===== src/sv/gcsc_pkg.sv =====
// Package: shared constants and types for the greedy coin system checker.
`default_nettype none
package gcsc_pkg;
   localparam int MaxCoins   = 128;
   localparam int CoinBits   = 16;
   localparam int AmountBits = 17;
   localparam logic [AmountBits-1:0] AmountMax = '1;

   typedef struct packed {
      logic load_start;   // begin insertion of the latched coin
      logic test_start;   // begin the canonical test
      logic clear;        // empty the table
   } cmd_type;

   typedef struct packed {
      logic busy;
      logic done;
   } stat_type;
endpackage
`default_nettype wire


===== src/sv/gcsc_ctrl.sv =====
// Controller: handshakes and sequencing of load and test commands.
`default_nettype none
module gcsc_ctrl (
   input  wire logic               clock,
   input  wire logic               reset,
   input  wire logic               req_valid,
   input  wire logic               req_last,
   output logic                    req_ready,
   output logic                    rsp_valid,
   input  wire logic               rsp_ready,
   output gcsc_pkg::cmd_type       cmd,
   input  wire gcsc_pkg::stat_type stat
);
   typedef enum logic [2:0] {C_IDLE, C_LOAD, C_TEST_GO, C_TEST, C_OUT} cst_type;
   cst_type st_ff;
   logic    last_ff;

   assign req_ready = (st_ff == C_IDLE);
   assign rsp_valid = (st_ff == C_OUT);

   always_comb begin
      cmd.load_start = (st_ff == C_IDLE) && req_valid;
      cmd.test_start = (st_ff == C_TEST_GO);
      cmd.clear      = (st_ff == C_OUT) && rsp_ready;
   end

   always_ff @(posedge clock) begin
      if (reset) begin
         st_ff <= C_IDLE; last_ff <= 1'b0;
      end else begin
         unique case (st_ff)
            C_IDLE:    if (req_valid) begin last_ff <= req_last; st_ff <= C_LOAD; end
            C_LOAD:    if (stat.done) st_ff <= last_ff ? C_TEST_GO : C_IDLE;
            C_TEST_GO: st_ff <= C_TEST;
            C_TEST:    if (stat.done) st_ff <= C_OUT;
            C_OUT:     if (rsp_ready) st_ff <= C_IDLE;
            default:   st_ff <= C_IDLE;
         endcase
      end
   end
endmodule
`default_nettype wire


===== config.mk =====
export PLATFORM = sky130hd
export DESIGN_NAME = gcsc_ctrl
export DESIGN_NICKNAME = d
export VERILOG_FILES = /design/src/sv/gcsc_pkg.sv /design/src/sv/gcsc_ctrl.sv
export SDC_FILE = /design/constraint.sdc
export NUM_CORES = 1
export LEC_CHECK = 0
export BUFFER_PORTS_ARGS = -buffer_cell sky130_fd_sc_hd__buf_2
export CAP_MARGIN = 20
export CORE_AREA = 2 2 39 41
export CTS_BUF_LIST = sky130_fd_sc_hd__clkbuf_2 sky130_fd_sc_hd__clkbuf_4 sky130_fd_sc_hd__clkbuf_8
export CTS_CLUSTER_SIZE = 30
export DETAILED_ROUTE_END_ITERATION = 12
export DIE_AREA = 0 0 41 43
export PLACE_DENSITY = 0.39
export SYNTH_ARGS = -nofsm -noshare
export SYNTH_HDL_FRONTEND = slang
export SYNTH_SLANG_ARGS = --single-unit

===== constraint.sdc =====
create_clock -name clock -period 1.5 [get_ports clock]
set_clock_uncertainty 0.2 [all_clocks]
set_input_delay 0.075 -clock clock [delete_from_list [all_inputs] [get_ports clock]]
set_output_delay 0.075 -clock clock [all_outputs]
set_load 0.05 [all_outputs]

==> Word-level counts from Yosys, hierarchy flattened <==
Index checks and enable logic that the tools add are counted.
{ "word_totals": {"reg_bits": 4, "inputBits": 7, "output_inout_bits": 5, "word_cells": 21} }
{ "op_classes": {"eq_ne": 8, "n_mux": 6, "reduce_logical": 5} }
{ "ops": {"columns": ["op", "count"], "rows": [
  ["$pmux 3 s5", 1],
  ["$mux 3", 4],
  ["$eq 3x2->1 const B", 2],
  ["$ne 2x2->1 const B", 3],
  ["$reduce_and 4->1", 1],
  ["$eq 3x1->1 const B", 1],
  ["$eq 3x3->1 const B", 1],
  ["$logic_not 3->1", 1],
  ["$logic_and 1x1->1", 2],
  ["$mux 2", 1],
  ["$ne 2x1->1 const B", 1],
  ["$reduce_and 2->1", 1]
]} }

==> Longest topological paths before layout <==
Gate-level depths: netlist of the first run.
{ "depth": {"word_depth": 3, "depth_mapped": 3, "depth_no_buf": 2} }

==> Least setup slack after synthesis of the first run <==
No wires, ideal clock.
{ "synth_timing": {"kind": "reg-to-output", "start": "reg st_ff[2]", "end": "out cmd[0] (netlist bit)", "arrival_ns": 2.196, "t_required_ns": 1.225, "path_slack_ns": -0.971, "stages_incl_launch_ff": 3, "path_buffers": 0, "cell_sequence": "dfxtp_1 -> nor3b_1 -> and2_1"} }
{ "synth_rtl": {"columns": ["element", "line_no", "text"], "rows": [
  ["from (decl)", "gcsc_ctrl.sv:15", "cst_type st_ff;"],
  ["from (signal assigned)", "gcsc_ctrl.sv:33", "C_LOAD: if (stat.done) st_ff <= last_ff ? C_TEST_GO : C_IDLE;"],
  ["to (decl)", "gcsc_ctrl.sv:11", "output gcsc_pkg::cmd_type cmd,"]
]} }

==> results of run 1 <==
==> cell type report <==
cell class	count	area share [%]
repair buffers	14	26.0
clock buffers	3	5.92
flip-flops and latches	4	22.7
well taps	16	5.26
multi-input cells	16	40.1
==> stage by stage <==
stage          hold WS, ps  worst slack (ps)
2_1_floorplan        -55.9              -296
6_report              6.58              77.0
3_3_place_gp          93.1               115
4_1_cts               5.08              27.5
3_5_place_dp          92.9               101
5_1_grt               38.5              11.4
==> final timing paths <==
path	to
setup / recovery	cmd[2]
hold / removal	st_ff[0]
setup reg to reg	st_ff[2]
hold reg to reg	last_ff
==> worst max-delay path: stages, from the launching register on <==
cell and delay [ps]:
sky130_fd_sc_hd__dfxtp_2 380, sky130_fd_sc_hd__nor4b_4 330, sky130_fd_sc_hd__buf_6 210
==> routing by layer <==
layer,global-route usage [%],wire [µm],vias to the layer above
li1,-,-,118
met1,7.74,216,106
met2,10.9,248,10
met3,8.38,56,0
met4,6.00,0,0
met5,0,0,-
==> logic make-up (layout without fill, tap and decap cells) <==
group | after synthesis | count (layout) | share of synthesized area (%)
DFF | 4 | 4 | 36.6
AOI/OAI and AO/OA | 4 | 4 | 14.3
muxes | 1 | 1 | 4.57
and+or+nand+nor | 11 | 11 | 39.4
buffers and inverters | 1 | 17 | 5.14
==> power groups by stage <==
stage	Sequential, mW	Clock (mW)	Combinational [mW]
floorplan	0.116	0	0.0450
global placement	0.124	0	0.0490
detailed placement	0.124	0	0.0491
CTS	0.123	0.141	0.0610
global route	0.123	0.154	0.0647
finish	0.121	0.131	0.0603
==> state kept, by name, indices dropped and copies added (netlist names) <==
signal and flops:
last_ff 1, st_ff 3
==> placed cells by master (no fill, tap or decap) <==
| master | Yosys | final |
|---|---|---|
| sky130_fd_sc_hd__a2111oi_0 | 1 | 1 |
| sky130_fd_sc_hd__a211oi_1 | 1 | 1 |
| sky130_fd_sc_hd__nor4b_4 | 0 | 1 |
| sky130_fd_sc_hd__or4b_1 | 1 | 1 |
| sky130_fd_sc_hd__buf_6 | 1 | 1 |
| sky130_fd_sc_hd__buf_2 | 0 | 8 |
| sky130_fd_sc_hd__a21oi_1 | 1 | 1 |
| sky130_fd_sc_hd__nand2b_1 | 2 | 2 |
| sky130_fd_sc_hd__buf_4 | 0 | 1 |
| sky130_fd_sc_hd__dfxtp_2 | 0 | 2 |
| sky130_fd_sc_hd__and2_1 | 1 | 1 |
| sky130_fd_sc_hd__dfxtp_4 | 0 | 1 |
| sky130_fd_sc_hd__dlygate4sd3_1 | 0 | 4 |
| sky130_fd_sc_hd__nor3b_2 | 0 | 1 |
| sky130_fd_sc_hd__nor3_1 | 2 | 2 |
| sky130_fd_sc_hd__dfxtp_1 | 4 | 1 |
| sky130_fd_sc_hd__clkbuf_4 | 0 | 3 |
| sky130_fd_sc_hd__nand4b_1 | 2 | 2 |
| sky130_fd_sc_hd__nor3b_4 | 0 | 1 |
| sky130_fd_sc_hd__a21bo_1 | 1 | 1 |
| sky130_fd_sc_hd__mux2i_1 | 1 | 1 |
==> timing repair <==
| action | CTS | global route |
|---|---|---|
| gates resized for setup | 6 | 1 |
| hold buffers | 4 | 0 |
| endpoints found under the setup margin | 4 | 1 |
| gates cloned | 0 | 0 |
| hold endpoints to repair | 4 | 0 |
==> metrics, run 1 <==
status completed; Hold Path Origin req_valid; cell types occupying the most area after synthesis sky130_fd_sc_hd__dfxtp_1 (37%), sky130_fd_sc_hd__nand4b_1 (8.0%), sky130_fd_sc_hd__nor3b_1 (6.9%), sky130_fd_sc_hd__nor4b_2 (6.9%), sky130_fd_sc_hd__nand2b_1 (5.7%); final wirelength ~520 µm; Synth cell types 14; number of buffers between clock root and the deepest sink 2; number of placement rows 14; Final Hold Violating Endpoints 0; kind of critical path reg -> out; Post-Layout Inst Area approximately 380 µm²; Pwr Density a little over 800 nW/µm²; total instance count after detailed placement 46; average cell area after synthesis approximately 10 µm²; post-layout util around 27%; clock transition at the registers of the reported paths approximately 40 ps; Register-to-Register Path Depth 2; number of flops mapped to enable cells by yosys 0; Inserted Clock Buffers 3; share of power burned in the clock network a little over two fifths; post-route non-filler standard cell count 53; FF-to-FF setup slack about 200 ps; TritonCTS clock tree yes; min Tclk post-route 1420 ps; die height 43 µm; Slew Limit Fails 0; die width a little over 40 µm; internal power approximately 0.23 mW; first-pass GRT wire length 890 µm; total area of sequential cells about 86 µm²; area used by multi-input combinational logic 153 µm²; Post-Syn Instances 21; initial drt markers 1; Synth Register Bits 4; fillcell total ~150; synthesized area around 220 µm²; count of input and output buffers 10; worst rel slew slack roughly three quarters; ys flop type sky130_fd_sc_hd__dfxtp_1; # setup viols final 0; path category of the worst min-delay check in -> reg; Area growth syn-to-layout 73.7%; cell leakage power approximately 0.15 nW; Switching Share a little over a quarter; number of search-and-repair iterations in the first detailed-routing pass 4; Max Cap Violations 0; remaining antenna violation count after routing 0; cell area after placement 303 µm²; antenna violations before repair 0; Starting Density approximately 16%; timing startpoint of the critical path st_ff[0]; maximum ir drop on the vdd rail 0.486 mV; highest clock frequency the design can meet 0.703 GHz; power share of the combinational group between 10% and 20%; count leader, synth sky130_fd_sc_hd__dfxtp_1; IO Pins 12; area of the core 1380 µm²; CP Data Required Time around 1200 ps; total routing usage reported by global routing under 10%; Post-CTS Setup Repair Bufs 0; cell type with the largest total area after synthesis sky130_fd_sc_hd__dfxtp_1; half-perimeter wire length after placement roughly 360 µm; overall die area about 1800 µm²; number of clock sinks 4; sequential share of power between 30% and 40%; number of global-route vias before repair 227; CP startpoint kind flip-flop; largest net degree at the start of global routing 11; most common library cells after synthesis sky130_fd_sc_hd__dfxtp_1 (4), sky130_fd_sc_hd__nand2b_1 (2), sky130_fd_sc_hd__nand4b_1 (2), sky130_fd_sc_hd__nor3_1 (2), sky130_fd_sc_hd__nor3b_1 (2); Tcrit/Tclk final 94.9%; via count of the routed design between 200 and 250; Antenna Diode Count 0; part of the Yosys area used for sequential elements 36.6%; actual slew at the worst max-slew pin approximately 340 ps; GPL Wtd Cong about 0.64; crit-path max FO 10; drt wl/cell about 10 µm; routed via count divided by cell count between 4 and 5; setup repair after global routing missed its margin no; Synthesis Warnings 0; overall power approximately 0.31 mW; signal arrival time at the worst endpoint 1150 ps; post-route DRC violation count 0; Synth async-reset ratio 0%; total number of H-tree levels 1; Layout Nets 46; aggregate negative setup slack 0 ps; Syn Nets 28; switching component of the power 0.0839 mW; area share of the leading cell type in the synthesized netlist around 37%; critical register-to-register path startpoint st_ff[0]; root cell of the clock tree sky130_fd_sc_hd__clkbuf_4; insertion delay of the later-clocked pin in the worst-skew pair between 200 and 250 ps; fraction of layout instances using a drive strength above 1 51.4%; Remaining Overflow, GRT 0; endpoint kind of the worst setup timing path primary output; Worst Hold Path Cells 3
Note: power is estimated with default switching activity, not from simulation.
==> run 2, diff against run 1 <==
--- a/config.mk
+++ b/config.mk
@@ -5,6 +5,7 @@
 export SDC_FILE = /design/constraint.sdc
 export NUM_CORES = 1
 export LEC_CHECK = 0
+export ABC_AREA = 1
 export BUFFER_PORTS_ARGS = -buffer_cell sky130_fd_sc_hd__buf_2
 export CAP_MARGIN = 20
 export CORE_AREA = 2 2 39 41
@@ -12,7 +13,8 @@
 export CTS_CLUSTER_SIZE = 30
 export DETAILED_ROUTE_END_ITERATION = 12
 export DIE_AREA = 0 0 41 43
-export PLACE_DENSITY = 0.39
+export PLACE_DENSITY = 0.41
+export SLEW_MARGIN = 25
 export SYNTH_ARGS = -nofsm -noshare
 export SYNTH_HDL_FRONTEND = slang
 export SYNTH_SLANG_ARGS = --single-unit
==> run 2 against run 1 <==
Die area unchanged. Count of clock-buffer cells in the layout unchanged. Register-to-register slack improved by 40 ps. First-iteration DRC count decreased by 100%. Critical path depth increased by 4. Worst setup slack got worse by 1.7 ps. Final cell count increased by 36%. Largest cell class unchanged. Largest power group is now combinational logic.
==> metrics, run 2 <==
die height 43 µm (unchanged); share of power burned in the clock network 31.6% (-10 points); initial drt markers 0 (-1); Area growth syn-to-layout 75.3%; maximum ir drop on the vdd rail 0.315 mV (-35%); area used by multi-input combinational logic 158 µm² (+3.3%); Post-Syn Instances 37 (+76%); antenna violations before repair 0 (unchanged); Post-Layout Inst Area 434 µm² (+14%); Max Cap Violations 0 (unchanged); routed via count divided by cell count 4.04 (-8.5%); number of placement rows 14 (unchanged); part of the Yosys area used for sequential elements 32.3% (-4.2 points); Syn Nets 44 (+57%); total number of H-tree levels 1 (unchanged); kind of critical path reg -> out; Register-to-Register Path Depth 7 (+5); most common cell after layout, fill and taps aside sky130_fd_sc_hd__buf_2; # setup viols final 0 (unchanged); CP Data Required Time 1220 ps (about the same); Hold Path Origin rsp_ready; area share of the leading cell type in the synthesized netlist 32.3% (-4.2 points); Synth Register Bits 4 (unchanged); min Tclk post-route 1420 ps (+1.72 ps); switching component of the power 0.133 mW (+59%); clock transition at the registers of the reported paths 40 ps (about the same); final hold slack 7.18 ps (+0.599 ps); Worst Hold Path Cells 4 (+1); actual slew at the worst max-slew pin 248 ps (-91.0 ps); most frequent cells in the layout sky130_fd_sc_hd__buf_2 (8), sky130_fd_sc_hd__nor2_1 (6), sky130_fd_sc_hd__inv_1 (4), sky130_fd_sc_hd__clkbuf_4 (4), sky130_fd_sc_hd__dlygate4sd3_1 (4); drt wl/cell 8.54 µm (-13%); Inserted Clock Buffers 3 (unchanged); ys flop type sky130_fd_sc_hd__dfxtp_1; worst rel slew slack 83.6% (+6.8 points); highest clock frequency the design can meet 0.702 GHz (-0.12%); number of buffers between clock root and the deepest sink 2 (unchanged); Synth cell types 14 (unchanged); max reg flops 3 (unchanged); final wirelength 615 µm (+18%); critical register-to-register path startpoint st_ff[0]; number of flops mapped to enable cells by yosys 0 (unchanged); path category of the worst min-delay check in -> reg; total routing usage reported by global routing 8.24% (-0.20 points); number of clock sinks 4 (unchanged); remaining antenna violation count after routing 0 (unchanged); die width 41 µm (unchanged); cell leakage power 0.212 nW (+39%); status completed; Met1 Wirelength 265 µm (+23%); Switching Share 33.6% (+6.7 points); synthesized area 248 µm² (+13%); most common library cells after synthesis sky130_fd_sc_hd__nor2_1 (6), sky130_fd_sc_hd__inv_1 (5), sky130_fd_sc_hd__dfxtp_1 (4); cell type with the largest total area after synthesis sky130_fd_sc_hd__dfxtp_1; Slew Limit Fails 0 (unchanged); largest net degree at the start of global routing 7 (-4); DR top layer met3; IO Pins 12 (unchanged); fillcell total 158 (+3.3%); cell area after placement 345 µm² (+14%); cell types occupying the most area after synthesis sky130_fd_sc_hd__dfxtp_1 (32%), sky130_fd_sc_hd__nor2_1 (9.1%), sky130_fd_sc_hd__nand3_2 (8.1%), sky130_fd_sc_hd__inv_1 (7.6%), sky130_fd_sc_hd__nand4_1 (7.6%); via count of the routed design 291 (+24%); TritonCTS clock tree yes; Starting Density 17.9% (+2.1 points); count leader, synth sky130_fd_sc_hd__nor2_1; met3 wirelength from detailed routing 36 µm (-36%); GPL Wtd Cong 0.609 (-4.5%); signal arrival time at the worst endpoint 1150 ps (about the same); half-perimeter wire length after placement 477 µm (+34%); largest registers st_ff x3, last_ff x1; Layout Nets 65 (+41%); Synth async-reset ratio 0% (unchanged); metal2 WL 313 µm (+26%); Antenna Diode Count 0 (unchanged); aggregate negative setup slack 0 ps (unchanged); average cell area after synthesis 6.70 µm² (-36%); internal power 0.264 mW (+16%); endpoint kind of the worst setup timing path primary output; timing startpoint of the critical path st_ff[0]; root cell of the clock tree sky130_fd_sc_hd__clkbuf_4; CP startpoint kind flip-flop; first-pass GRT wire length 924 µm (+3.8%); number of search-and-repair iterations in the first detailed-routing pass 1 (-3); count of input and output buffers 10 (unchanged); Pwr Density 916 nW/µm² (+12%); top register by number of flip-flops st_ff; power share of the combinational group 36.7% (+17 points); number of global-route vias before repair 258 (+14%); fraction of layout instances using a drive strength above 1 50.0% (-1.4 points); insertion delay of the later-clocked pin in the worst-skew pair 230 ps (about the same); crit-path max FO 4 (-6); post-route DRC violation count 0 (unchanged); sequential share of power 31.8% (-6.9 points); Remaining Overflow, GRT 0 (unchanged); area of the core 1380 µm² (unchanged); Tcrit/Tclk final 95.0% (+0.11 points); overall die area 1760 µm² (unchanged); Final Hold Violating Endpoints 0 (unchanged); Synthesis Warnings 0 (unchanged); setup repair after global routing missed its margin no; total area of sequential cells 82.6 µm² (-4.3%)
run 2: critical path: stages (launching register included):
cell and delay (ps):
sky130_fd_sc_hd__dfxtp_2 340, sky130_fd_sc_hd__nor2_4 120, sky130_fd_sc_hd__inv_2 70, sky130_fd_sc_hd__nor2_4 130, sky130_fd_sc_hd__nand2_4 70, sky130_fd_sc_hd__clkinvlp_4 70, sky130_fd_sc_hd__buf_8 130
run 2: stage by stage:
stage               util (%)  instances  setup slack [ps]  power [mW]
floorplan                  -         37              9.29       0.222
global placement        25.0         64               155       0.248
detailed placement      25.0         64               151       0.248
CTS                     30.5         72              10.2       0.398
global route            31.4         72             0.815       0.425
finish                  31.4         72              75.3       0.398
run 2: per-layer routing:
metal	global-route usage (%)	vias up
met5	0	-
met4	6.00	0
met3	4.71	0
met2	12.5	7
met1	7.74	123
li1	-	161
run 2: cell families after synthesis:
logic type,Yosys count,share of synthesized area [%]
flops,4,32.3
simple gates,21,47.5
compound gates,4,8.08
buf+inv,8,12.1
run 2: repair_timing:
item                                    CTS  global route
hold endpoints to repair                  4             0
pin swaps                                 1             1
resized for setup                         2             4
endpoints found under the setup margin    1             2
setup buffers                             1             0
hold buffers                              4             0
run 2: worst paths after layout:
kind,endpoint,slack [ps]
worst max-delay path,cmd[2],80
worst min-delay path,st_ff[2],7
worst max register to register,st_ff[1],240
worst min register to register,last_ff,240
run 2: layout make-up:
cell class | count | area share [%]
Inverter | 8 | 7.78
Sequential cell | 4 | 19.0
Tap cell | 16 | 4.61
Clock buffer | 3 | 5.19
Timing Repair Buffer | 16 | 27.1
Multi-Input combinational cell | 25 | 36.3
run 2: power by group through the flow:
stage / registers, mW / logic, mW / clock network (mW)
2_1_floorplan: 0.126 / 0.0961 / 0
3_3_place_gp: 0.128 / 0.120 / 0
3_5_place_dp: 0.127 / 0.121 / 0
4_1_cts: 0.126 / 0.140 / 0.132
5_1_grt: 0.127 / 0.158 / 0.140
6_report: 0.126 / 0.146 / 0.125
==> run 3, diff against run 2 <==
--- a/config.mk
+++ b/config.mk
@@ -13,6 +13,7 @@
 export CTS_CLUSTER_SIZE = 30
 export DETAILED_ROUTE_END_ITERATION = 12
 export DIE_AREA = 0 0 41 43
+export HOLD_SLACK_MARGIN = 0.1
 export PLACE_DENSITY = 0.41
 export SLEW_MARGIN = 25
 export SYNTH_ARGS = -nofsm -noshare
==> constraint.sdc (replaced) <==
create_clock -name clock -period 1.48 [get_ports clock]
set_clock_uncertainty 0.2 [all_clocks]
set_input_delay 0.074 -clock clock [delete_from_list [all_inputs] [get_ports clock]]
set_output_delay 0.074 -clock clock [all_outputs]
set_load 0.05 [all_outputs]
==> run 3 against run 2 <==
Final cell count is 1.4% higher. Worst hold slack improved by 230 ps. Routed wire length up 1.5%. Sequential power is essentially flat. Final area rose by 2.3%. Power rose by 1.5%.
==> metrics, run 3 (same netlist as run 2, synthesis figures left out) <==
area of the core 1380 µm² (unchanged); path category of the worst min-delay check reg -> reg; Starting Density 17.9% (unchanged); DR top layer met3; sequential share of power 31.7% (about the same); internal power 0.268 mW (+1.4%); top register by number of flip-flops st_ff; IO Pins 12 (unchanged); status completed; area used by multi-input combinational logic 158 µm² (unchanged); kind of critical path reg -> out; number of clock sinks 4 (unchanged); fraction of layout instances using a drive strength above 1 49.1% (-0.88 points); met3 wirelength from detailed routing 36 µm (unchanged); count of input and output buffers 10 (unchanged); root cell of the clock tree sky130_fd_sc_hd__clkbuf_4; total instance count after detailed placement 64 (unchanged); Final Hold Violating Endpoints 0 (unchanged); number of search-and-repair iterations in the first detailed-routing pass 1 (unchanged); final wirelength 624 µm (+1.5%); CP Data Required Time 1210 ps (about the same); share of power burned in the clock network 31.5% (about the same); # setup viols final 0 (unchanged); routed via count divided by cell count 4.04 (about the same); drt wl/cell 8.55 µm (about the same); CP startpoint kind flip-flop; critical path's slowest cell sky130_fd_sc_hd__dfxtp_2; min Tclk post-route 1400 ps; overall die area 1760 µm² (unchanged); remaining antenna violation count after routing 0 (unchanged); dominant cell type by count on the critical path sky130_fd_sc_hd__nor2_4; Met1 Wirelength 266 µm (+0.38%); maximum ir drop on the vdd rail 0.319 mV (+1.4%); Switching Share 33.6% (+0.055 points); via count of the routed design 295 (+1.4%); number of placement rows 14 (unchanged); crit-path max FO 4 (unchanged); cell area after placement 345 µm² (unchanged); clock transition at the registers of the reported paths 40 ps (about the same); signal arrival time at the worst endpoint 1130 ps (-20 ps); Pwr Density 908 nW/µm² (-0.80%); die height 43 µm (unchanged); Antenna Diode Count 0 (unchanged); largest net degree at the start of global routing 7 (unchanged); cell leakage power 0.217 nW (+2.5%); worst rel slew slack 83.6% (unchanged); Inserted Clock Buffers 3 (unchanged); post-layout util 32.1% (+0.72 points); highest clock frequency the design can meet ~0.7 GHz; Max Cap Violations 0 (unchanged); number of buffers between clock root and the deepest sink 2 (unchanged); most frequent cells in the layout sky130_fd_sc_hd__buf_2 (8), sky130_fd_sc_hd__nor2_1 (6), sky130_fd_sc_hd__dlygate4sd3_1 (5); metal2 WL 320 µm (+2.2%); setup repair after global routing missed its margin no; half-perimeter wire length after placement 477 µm (unchanged); Register-to-Register Path Depth 7 (unchanged); switching component of the power 0.136 mW (+1.7%); die width 41 µm (unchanged); Worst Hold Path Cells 2 (-2); Tcrit/Tclk final between 90% and 100%; total area of sequential cells 82.6 µm² (unchanged); Post-Layout Inst Area 444 µm² (+2.3%); GPL Wtd Cong 0.609 (unchanged); final hold slack 239 ps (+232 ps); actual slew at the worst max-slew pin 248 ps (unchanged); insertion delay of the later-clocked pin in the worst-skew pair 230 ps (about the same); fillcell total 157 (-0.63%); initial drt markers 0 (unchanged); first-pass GRT wire length 952 µm (+3.0%); antenna violations before repair 0 (unchanged); max reg flops 3 (unchanged); post-route DRC violation count 0 (unchanged); most common cell after layout, fill and taps aside sky130_fd_sc_hd__buf_2; endpoint kind of the worst setup timing path primary output; number of global-route vias before repair 270 (+4.7%); largest registers st_ff x3, last_ff x1; post-route non-filler standard cell count 73 (+1.4%); total number of H-tree levels 1 (unchanged); Layout Nets 66 (+1.5%); cell breakdown of the critical path nor2_4 -> inv_2 -> nor2_4 -> nand2_4 -> clkinvlp_4 -> buf_8; power share of the combinational group 36.8% (about the same); Remaining Overflow, GRT 0 (unchanged); delay of the slowest cell on the worst path 340 ps (about the same); Slew Limit Fails 0 (unchanged); TritonCTS clock tree yes; Area growth syn-to-layout 79.3%; total routing usage reported by global routing 8.44% (+0.20 points)
[run 3: layer usage]
layer  vias up  global-route usage (%)
met1       125                    7.74
li1        163                       -
met5         -                       0
met3         0                    4.71
met4         0                    6.00
met2         7                    13.1
[run 3: worst max-delay path, delay by kind of cell (launching register included)]
| kind | cells | cell delay, ps |
|---|---|---|
| buffers and inverters | 3 | 270 |
| AND/OR/NAND/NOR | 3 | 290 |
| flip-flops | 1 | 340 |
[run 3: metrics by stage]
stage | setup TNS, ps | total power [mW] | setup slack (ps)
global placement | 0 | 0.251 | 136
global route | 0 | 0.432 | 4.99
detailed placement | 0 | 0.252 | 132
floorplan | -9.71 | 0.225 | -9.71
finish | 0 | 0.404 | 79.6
CTS | 0 | 0.406 | 28.5
[run 3: final cells by class]
type                       count  area share (%)
sequential                     4            18.6
timing repair buffer          17            28.7
clock buffer                   3            5.07
multi-input combinational     25            35.5
tap                           16            4.51
inverter                       8            7.61
[run 3: path summary, 6_finish.rpt]
check / to / startpoint / slack, ps
hold reg to reg: last_ff / last_ff / 240
hold / removal: last_ff / last_ff / 240
setup reg to reg: st_ff[1] / st_ff[0] / 220
setup / recovery: cmd[2] / st_ff[0] / 80
[run 3: power by group through the flow]
stage / logic (mW) / registers [mW] / clock network (mW)
floorplan: 0.0974 / 0.128 / 0
global placement: 0.122 / 0.129 / 0
detailed placement: 0.123 / 0.129 / 0
CTS: 0.144 / 0.128 / 0.134
global route: 0.161 / 0.129 / 0.142
finish: 0.148 / 0.128 / 0.127
[run 3: repair_timing]
action,CTS,global route
resized for setup,3,4
hold endpoints to repair,4,0
hold buffers,5,0
setup buffers,1,0
setup endpoints to repair,1,2
cloned,0,0
pin swaps,1,2
